==> src/rtl/pisc_pkg.sv <==
// Package for the PI speed controller with deadband.
// Holds widths, register codes, reset values, the configuration type and the inter-stage type.
// No dependencies.
package pisc_pkg;

  localparam int DataW    = 16;
  localparam int DbW      = 15;
  localparam int ErrW     = DataW + 1;
  localparam int IntW     = 18;
  localparam int GainW    = 16;
  localparam int CfgIdxW  = 3;
  localparam int ProdPW   = ErrW + GainW + 1;
  localparam int ProdIW   = IntW + GainW + 1;
  localparam int SumW     = ProdIW + 1;
  localparam int FracSh   = 16;
  localparam int QW       = SumW - FracSh;

  // Register indexes on the configuration port
  typedef enum logic [CfgIdxW-1:0] {
    CFG_DEADBAND  = 3'd0,
    CFG_DRIVE_MIN = 3'd1,
    CFG_DRIVE_MAX = 3'd2,
    CFG_KP        = 3'd3,
    CFG_KI        = 3'd4,
    CFG_INT_LIMIT = 3'd5
  } cfg_idx_e;

  localparam logic [DbW-1:0]          DeadbandRst  = 15'd0;
  localparam logic signed [DataW-1:0] DriveMinRst  = -16'sd4096;
  localparam logic signed [DataW-1:0] DriveMaxRst  = 16'sd4096;
  localparam logic [GainW-1:0]        KpRst        = 16'd52429;
  localparam logic [GainW-1:0]        KiRst        = 16'd2621;
  localparam logic [DataW-1:0]        IntLimitRst  = 16'd8192;

  typedef struct packed {
    logic [DbW-1:0]          deadband;
    logic signed [DataW-1:0] drive_min;
    logic signed [DataW-1:0] drive_max;
    logic [GainW-1:0]        kp;
    logic [GainW-1:0]        ki;
    logic [DataW-1:0]        integral_limit;
  } cfg_t;

  // Output of the integrator stage
  typedef struct packed {
    logic                   valid;
    logic                   in_db;
    logic signed [ErrW-1:0] err;
    logic signed [IntW-1:0] acc;
  } integ_t;

endpackage

==> src/rtl/pisc_if.sv <==
// Handshake channel interfaces for the PI speed controller.
// Depends on pisc_pkg for field widths.
interface pisc_in_if import pisc_pkg::*; ();
  logic                    valid;
  logic                    ready;
  logic signed [DataW-1:0] setpoint;
  logic signed [DataW-1:0] measurement;

  modport source (output valid, output setpoint, output measurement, input ready);
  modport sink   (input valid, input setpoint, input measurement, output ready);
endinterface

interface pisc_out_if import pisc_pkg::*; ();
  logic                    valid;
  logic                    ready;
  logic signed [DataW-1:0] drive;
  logic                    in_deadband;

  modport source (output valid, output drive, output in_deadband, input ready);
  modport sink   (input valid, input drive, input in_deadband, output ready);
endinterface

==> src/rtl/pisc_cfg.sv <==
// Configuration register bank of the PI speed controller.
// Depends on pisc_pkg for the register codes and reset values.
module pisc_cfg import pisc_pkg::*; (
  input  logic               clk_i,
  input  logic               rst_ni,
  input  logic               cfg_we_i,
  input  logic [CfgIdxW-1:0] cfg_idx_i,
  input  logic [DataW-1:0]   cfg_data_i,
  output cfg_t               cfg_o
);

  cfg_t cfg_q;

  // Write the addressed register, drop unknown indexes
  always_ff @(posedge clk_i or negedge rst_ni) begin
    if (!rst_ni) begin
      cfg_q.deadband       <= DeadbandRst;
      cfg_q.drive_min      <= DriveMinRst;
      cfg_q.drive_max      <= DriveMaxRst;
      cfg_q.kp             <= KpRst;
      cfg_q.ki             <= KiRst;
      cfg_q.integral_limit <= IntLimitRst;
    end else if (cfg_we_i) begin
      unique case (cfg_idx_e'(cfg_idx_i))
        CFG_DEADBAND:  cfg_q.deadband       <= cfg_data_i[DbW-1:0];
        CFG_DRIVE_MIN: cfg_q.drive_min      <= cfg_data_i;
        CFG_DRIVE_MAX: cfg_q.drive_max      <= cfg_data_i;
        CFG_KP:        cfg_q.kp             <= cfg_data_i;
        CFG_KI:        cfg_q.ki             <= cfg_data_i;
        CFG_INT_LIMIT: cfg_q.integral_limit <= cfg_data_i;
        default: ;
      endcase
    end
  end

  assign cfg_o = cfg_q;

endmodule

==> src/rtl/pisc_integ.sv <==
// Integrator stage: deadband test, error and clamped running integral.
// Depends on pisc_pkg for widths, cfg_t and integ_t.
module pisc_integ import pisc_pkg::*; (
  input  logic                    clk_i,
  input  logic                    rst_ni,
  input  logic                    en_i,
  input  logic                    valid_i,
  input  logic signed [DataW-1:0] setpoint_i,
  input  logic signed [DataW-1:0] measurement_i,
  input  cfg_t                    cfg_i,
  output integ_t                  stage_o
);

  logic signed [IntW-1:0] integral_q;
  integ_t                 stage_q;

  logic signed [ErrW-1:0] meas_x;
  logic [ErrW-1:0]        mag;
  logic                   in_db;
  logic signed [ErrW-1:0] err;
  logic signed [IntW:0]   sum;
  logic signed [IntW:0]   lim;
  logic signed [IntW-1:0] acc;

  // Deadband test and error
  always_comb begin
    meas_x = {measurement_i[DataW-1], measurement_i};
    mag    = meas_x[ErrW-1] ? ErrW'(-meas_x) : meas_x;
    in_db  = (setpoint_i == '0) && (mag < ErrW'(cfg_i.deadband));
    err    = {setpoint_i[DataW-1], setpoint_i} - meas_x;
  end

  // Accumulate and clamp to the symmetric limit
  always_comb begin
    sum = {integral_q[IntW-1], integral_q} + (IntW+1)'(err);
    lim = (IntW+1)'(cfg_i.integral_limit);
    priority if (sum > lim) begin
      acc = lim[IntW-1:0];
    end else if (sum < -lim) begin
      acc = IntW'(-lim);
    end else begin
      acc = sum[IntW-1:0];
    end
  end

  // Hold integral through deadband items, advance the stage register
  always_ff @(posedge clk_i or negedge rst_ni) begin
    if (!rst_ni) begin
      integral_q <= '0;
      stage_q    <= '0;
    end else if (en_i) begin
      if (valid_i && !in_db) begin
        integral_q <= acc;
      end
      stage_q.valid <= valid_i;
      stage_q.in_db <= in_db;
      stage_q.err   <= err;
      stage_q.acc   <= acc;
    end
  end

  assign stage_o = stage_q;

endmodule

==> src/rtl/pisc_drive.sv <==
// Drive stages: gain products, then round, clamp and output register.
// Depends on pisc_pkg for widths, cfg_t and integ_t.
module pisc_drive import pisc_pkg::*; (
  input  logic                    clk_i,
  input  logic                    rst_ni,
  input  logic                    en_i,
  input  integ_t                  stage_i,
  input  cfg_t                    cfg_i,
  output logic                    valid_o,
  output logic signed [DataW-1:0] drive_o,
  output logic                    in_db_o
);

  logic                     mul_vld_q;
  logic                     mul_db_q;
  logic signed [ProdPW-1:0] prod_p_q;
  logic signed [ProdIW-1:0] prod_i_q;

  logic                     out_vld_q;
  logic                     out_db_q;
  logic signed [DataW-1:0]  drive_q;

  logic signed [ProdPW-1:0] prod_p;
  logic signed [ProdIW-1:0] prod_i;
  logic signed [SumW-1:0]   sum;
  logic signed [SumW-1:0]   rnd;
  logic signed [QW-1:0]     q;
  logic signed [QW-1:0]     lo;
  logic signed [QW-1:0]     hi;
  logic signed [QW-1:0]     lim_lo;
  logic signed [QW-1:0]     lim_hi;
  logic signed [DataW-1:0]  drive_d;

  // Gain products, both gains taken as positive
  always_comb begin
    prod_p = stage_i.err * $signed({1'b0, cfg_i.kp});
    prod_i = stage_i.acc * $signed({1'b0, cfg_i.ki});
  end

  // Sum, round half up, raise to min then lower to max, force zero in deadband
  always_comb begin
    sum    = SumW'(prod_p_q) + SumW'(prod_i_q);
    rnd    = sum + (SumW'(1) <<< (FracSh - 1));
    q      = rnd[SumW-1:FracSh];
    lo     = QW'(cfg_i.drive_min);
    hi     = QW'(cfg_i.drive_max);
    lim_lo = (q < lo) ? lo : q;
    lim_hi = (lim_lo > hi) ? hi : lim_lo;
    drive_d = mul_db_q ? '0 : lim_hi[DataW-1:0];
  end

  // Advance both stages together
  always_ff @(posedge clk_i or negedge rst_ni) begin
    if (!rst_ni) begin
      mul_vld_q <= 1'b0;
      out_vld_q <= 1'b0;
    end else if (en_i) begin
      mul_vld_q <= stage_i.valid;
      out_vld_q <= mul_vld_q;
    end
  end

  always_ff @(posedge clk_i) begin
    if (en_i) begin
      mul_db_q <= stage_i.in_db;
      prod_p_q <= prod_p;
      prod_i_q <= prod_i;
      out_db_q <= mul_db_q;
      drive_q  <= drive_d;
    end
  end

  assign valid_o = out_vld_q;
  assign drive_o = drive_q;
  assign in_db_o = out_db_q;

endmodule

==> src/rtl/pi_speed_controller_deadband.sv <==
// Top level of the PI speed controller with deadband.
// Depends on pisc_pkg, pisc_if, pisc_cfg, pisc_integ and pisc_drive.
//
// Use: each transfer on in_i carries a setpoint and a measurement (signed
// Q4.12); each produces exactly one transfer on out_o with the clamped drive
// and a flag set when the deadband rule forced zero drive.
// Configuration is written through cfg_we_i/cfg_idx_i/cfg_data_i while the
// block is idle; registers take effect at the next item.
// Throughput: one item per cycle while out_o is not stalled. Path: each item
// passes the input register, integrator stage, multiply stage and output
// register before it is offered on out_o; the integral add and clamp, with
// integral_q fed back, is the loop that sets the rate.
// Reset: clears the running integral, all valid flags, and loads the default
// gains and limits.
// Stall: while out_o is valid and not taken, the whole pipeline holds and
// in_i.ready is low; when the result is taken, a new item enters that cycle.
module pi_speed_controller_deadband import pisc_pkg::*; (
  input  logic               clk_i,
  input  logic               rst_ni,
  pisc_in_if.sink            in_i,
  pisc_out_if.source         out_o,
  input  logic               cfg_we_i,
  input  logic [CfgIdxW-1:0] cfg_idx_i,
  input  logic [DataW-1:0]   cfg_data_i
);

  cfg_t                    cfg;
  integ_t                  integ;
  logic                    en;
  logic                    out_vld;
  logic                    in_vld_q;
  logic signed [DataW-1:0] setpoint_q;
  logic signed [DataW-1:0] measurement_q;

  // Pipeline moves whenever the output register is free or being taken
  assign en         = !out_vld || out_o.ready;
  assign in_i.ready = en;
  assign out_o.valid = out_vld;

  // Input register
  always_ff @(posedge clk_i or negedge rst_ni) begin
    if (!rst_ni) begin
      in_vld_q <= 1'b0;
    end else if (en) begin
      in_vld_q <= in_i.valid;
    end
  end

  always_ff @(posedge clk_i) begin
    if (en) begin
      setpoint_q    <= in_i.setpoint;
      measurement_q <= in_i.measurement;
    end
  end

  pisc_cfg u_cfg (
    .clk_i      (clk_i),
    .rst_ni     (rst_ni),
    .cfg_we_i   (cfg_we_i),
    .cfg_idx_i  (cfg_idx_i),
    .cfg_data_i (cfg_data_i),
    .cfg_o      (cfg)
  );

  pisc_integ u_integ (
    .clk_i         (clk_i),
    .rst_ni        (rst_ni),
    .en_i          (en),
    .valid_i       (in_vld_q),
    .setpoint_i    (setpoint_q),
    .measurement_i (measurement_q),
    .cfg_i         (cfg),
    .stage_o       (integ)
  );

  pisc_drive u_drive (
    .clk_i   (clk_i),
    .rst_ni  (rst_ni),
    .en_i    (en),
    .stage_i (integ),
    .cfg_i   (cfg),
    .valid_o (out_vld),
    .drive_o (out_o.drive),
    .in_db_o (out_o.in_deadband)
  );

endmodule

==> src/flat_wrapper.sv <==
// flat-port wrapper written by rule: the top's interface ports become plain ports
module pi_speed_controller_deadband_flat import pisc_pkg::*;
  (clk_i, rst_ni, cfg_we_i, cfg_idx_i, cfg_data_i, in_i_valid, in_i_setpoint, in_i_measurement, in_i_ready, out_o_valid, out_o_drive, out_o_in_deadband, out_o_ready);
  pisc_in_if in_i_i ();
  pisc_out_if out_o_i ();
  input  logic clk_i;
  input  logic rst_ni;
  input  logic cfg_we_i;
  input  logic [CfgIdxW-1:0] cfg_idx_i;
  input  logic [DataW-1:0] cfg_data_i;
  input wire logic [$bits(in_i_i.valid)-1:0] in_i_valid;
  input wire logic [$bits(in_i_i.setpoint)-1:0] in_i_setpoint;
  input wire logic [$bits(in_i_i.measurement)-1:0] in_i_measurement;
  output wire logic [$bits(in_i_i.ready)-1:0] in_i_ready;
  output wire logic [$bits(out_o_i.valid)-1:0] out_o_valid;
  output wire logic [$bits(out_o_i.drive)-1:0] out_o_drive;
  output wire logic [$bits(out_o_i.in_deadband)-1:0] out_o_in_deadband;
  input wire logic [$bits(out_o_i.ready)-1:0] out_o_ready;
  assign in_i_i.valid = in_i_valid;
  assign in_i_i.setpoint = in_i_setpoint;
  assign in_i_i.measurement = in_i_measurement;
  assign in_i_ready = in_i_i.ready;
  assign out_o_valid = out_o_i.valid;
  assign out_o_drive = out_o_i.drive;
  assign out_o_in_deadband = out_o_i.in_deadband;
  assign out_o_i.ready = out_o_ready;
  pi_speed_controller_deadband u_core (.clk_i(clk_i), .rst_ni(rst_ni), .in_i(in_i_i), .out_o(out_o_i), .cfg_we_i(cfg_we_i), .cfg_idx_i(cfg_idx_i), .cfg_data_i(cfg_data_i));
endmodule
==> config.mk <==
export PLATFORM = sky130hd
export DESIGN_NAME = pi_speed_controller_deadband_flat
export DESIGN_NICKNAME = d
export VERILOG_FILES = /design/src/rtl/pisc_pkg.sv /design/src/rtl/pisc_if.sv /design/src/rtl/pisc_cfg.sv /design/src/rtl/pisc_integ.sv /design/src/rtl/pisc_drive.sv /design/src/rtl/pi_speed_controller_deadband.sv /design/src/flat_wrapper.sv
export SDC_FILE = /design/constraint.sdc
export NUM_CORES = 2
export LEC_CHECK = 0
export BUFFER_PORTS_ARGS = -buffer_cell sky130_fd_sc_hd__buf_2
export CELL_PAD_IN_SITES_DETAIL_PLACEMENT = 0
export CELL_PAD_IN_SITES_GLOBAL_PLACEMENT = 1
export CORE_ASPECT_RATIO = 0.8
export CORE_MARGIN = 2
export CORE_UTILIZATION = 40
export CTS_BUF_LIST = sky130_fd_sc_hd__clkbuf_2 sky130_fd_sc_hd__clkbuf_4 sky130_fd_sc_hd__clkbuf_8
export DETAILED_ROUTE_END_ITERATION = 7
export GPL_TIMING_DRIVEN = 0
export PLACE_DENSITY = 0.64
export SKIP_CTS_REPAIR_TIMING = 1
export SLEW_MARGIN = 20
export SYNTH_ARGS = -nofsm -noshare
export SYNTH_HDL_FRONTEND = slang
export SYNTH_SLANG_ARGS = --single-unit
==> constraint.sdc <==
create_clock -name clk_i -period 16.4 [get_ports clk_i]
set_input_delay 0.82 -clock clk_i [delete_from_list [all_inputs] [get_ports clk_i]]
set_output_delay 0.82 -clock clk_i [all_outputs]
set_load 0.05 [all_outputs]
==> metrics.yaml <==
yosys:
  ys.flop_type: "dfrtp_1"
  syn_nets: 4975
  yosysWarningCount: 0
  yosys-top-cells-area: "fa_1 30%, ha_1 12%, edfxtp_1 9.4%"
  async_flop_share: 0.563
  synth.top_cell.area_share: 0.303
  syn_area_um2: 38000
  seq_area_frac_synth: 0.196
  synth_seq_cells: 272
  synth_cell_types: 85
  synth_top_area_cell: "fa_1"
  syn_area_per_cell_um2: 9.54
  synth_edf_count: 119
  synthCells: 3979
grt:
  grt_pass1_vias: 28500
  track_usage: 0.246
  grt_max_degree: 88
  grt_pass1_wl_um: 179000
  grt.busiest_layer: "met2"
  antenna_found_initial: 11
  use_met3: 0.0587
  grt_use_met1: 0.362
  grt_use_met2: 0.371
  grt_overflow: 0
worst_setup_path:
  crit_type: "reg2reg"
  end_kind: "flop"
  path_delay_family: "compound AO/OA/AOI/OAI gates"
  critPathMaxFanout: 10
  slowest_delay_ns: 0.63
  critPathRequiredTime_ns: 16.75
  path_buf_inv: 5
  cp_data_arrival_time_ns: 9.91
  slowest_stage: "a211oi_1"
  crit_path_start_kind: "flop"
  cpMostUsedCell: "ha_1"
cts:
  clk_latency_ns: 0.71
  tritoncts.num_buffers: 54
  cts_tree: "yes"
  cts_buffer_depth: 3
  cts_max_level: 2
  cts.clk_slew.worst_paths_ns: 0.07
  clockRootBuffer: "clkbuf_8"
  clock_sinks: 272
detailed_routing:
  vias_per_cell: 5.10
  vias: 27500
  wirelength_um: 116000
  drc: 0
  wire_per_inst_um: 21.4
  ant_nets: 0
  drtIter0Drc: 1790
  firstDrtPassIters: 5
sta:
  rsz0062_at_grt: "false"
  fin_setup_tns_ns: 0
  report.final.slew_viol_count: 0
  period_needed_ns: 9.56
  post-route-period-util: 0.583
  slew_headroom: 0.243
  hold_violations: 0
  fin_skew_ns: 0.0879
  worst_slew_pin_slew_ns: 1.13
  max_freq_mhz: 105
  final-setup-viol-count: 0
worst_hold_path:
  hold_path.class: "in2async"
cells_and_area:
  regArea_um2: 7430
  final_common_cell: "inv_1"
  drive_gt1_frac: 0.0764
  area_growth_pct: 8.79
  multi_input_area_um2: 27100
  final_cell_mix: "779 x inv_1, 574 x fa_1, 492 x nand2_1, 366 x ha_1, 255 x and2_1"
  fillers: 9387
  finalNetCount: 5112
die:
  die_width_um: 348
  core_um2: 94500
  die_h_um: 280
  rows: 101
  ios: 75
  die-area_um2: 97400
  start_util: 0.402
status:
  outcome: "finished clean"
placement:
  io_buffers: 73
  place_congestion: 0.891
  hpwl_um: 94300
job:
  max_cap_violations: 0
## state kept, by name (all words and copies together) (netlist names), 16 cells and up
name,flops
u_core.u_drive.drive_o,16
u_core.u_drive.prod_i_q,35
u_core.u_drive.prod_p_q,34
u_core.measurement_q,16
u_core.u_cfg.cfg_o,95
u_core.u_integ.stage_o,37
u_core.setpoint_q,16
u_core.u_integ.integral_q,18
## metrics by stage
stage / setup slack [ns] / std cells / cell area, µm² / hold slack [ns] / utilization
final: 6.84 / 5400 / 41300 / 0.0781 / 0.437
after global routing: 6.41 / 5398 / 41300 / 0.0953 / 0.437
after CTS: 6.80 / 5398 / 41300 / 0.0686 / 0.437
after detailed placement: 6.90 / 5296 / 40000 / 0.436 / 0.423
after global placement: 6.25 / 5288 / 39900 / 0.436 / 0.422
after floorplan: 9.72 / 3979 / 38000 / 0.424 / -
## final timing paths
| path | startpoint | endpoint | slack (ns) | cells after the start |
|---|---|---|---|---|
| max | u_core.u_drive.prod_p_q[23] | u_core.u_drive.drive_o[2] | 6.84 | 30 |
| min | rst_ni | u_core.u_cfg.cfg_o[23] | 0.08 | 1 |
| max reg2reg | u_core.u_drive.prod_p_q[23] | u_core.u_drive.drive_o[2] | 6.84 | 30 |
| min reg2reg | u_core.u_integ.stage_o[35] | u_core.u_drive.mul_db_q | 0.45 | 0 |
| max in group asynchronous | rst_ni | u_core.u_cfg.cfg_o[78] | 15.31 | 2 |
| min in group clk_i | in_i_setpoint[1] | u_core.setpoint_q[1] | 0.29 | 1 |
## per-layer routing
metal  part of all wire  up-vias  wire, µm
met3              0.076       93      8740
li1                   -    13000         -
met5            0.00011        -        13
met2               0.43      681     49200
met4              0.018        2      2130
met1               0.48    13800     55600
## cell usage after synthesis, drive strengths merged (104+ instances only)
master,count
clkbuf,122
nor2,145
xnor2,104
edfxtp,119
inv,781
nand2,492
ha,366
fa,574
and2,255
dfrtp,131
a21oi,132
o21ai,134
## worst register-to-register path: cells and delay by family (launching register included)
family,cells,cell delay [ns]
AOI/OAI and AO/OA,12,3.54
adders and majority gates,4,1.27
buffers and inverters,5,1.60
DFF,1,0.48
muxes,2,0.81
and+or+nand+nor,7,1.58
## layout make-up
cell class / instances / area share
Clock buffer: 78 / 0.0236
Sequential cell: 272 / 0.180
Timing Repair Buffer: 81 / 0.0122
Antenna cell: 2 / 0.000121
Multi-Input combinational cell: 2788 / 0.655
Buffer: 138 / 0.0135
Clock inverter: 24 / 0.00694
Inverter: 781 / 0.0710
Tap cell: 1236 / 0.0375
## logic make-up (layout without fill, tap and decap cells)
| family | after synthesis | count (layout) | share of synthesized area |
|---|---|---|---|
| multiplexers | 78 | 78 | 0.0228 |
| AND/OR/NAND/NOR | 1095 | 1095 | 0.138 |
| XOR/XNOR | 127 | 127 | 0.0295 |
| flip-flops | 272 | 272 | 0.196 |
| adder cells (fa/ha/maj) | 940 | 940 | 0.423 |
| AO/OA/AOI/OAI | 548 | 548 | 0.0983 |
| other | 0 | 2 | 0 |
| buffers and inverters | 919 | 1102 | 0.0919 |
Power is not shown: default switching activity piles up to over one toggle a cycle in this logic, so the estimate is an artifact.
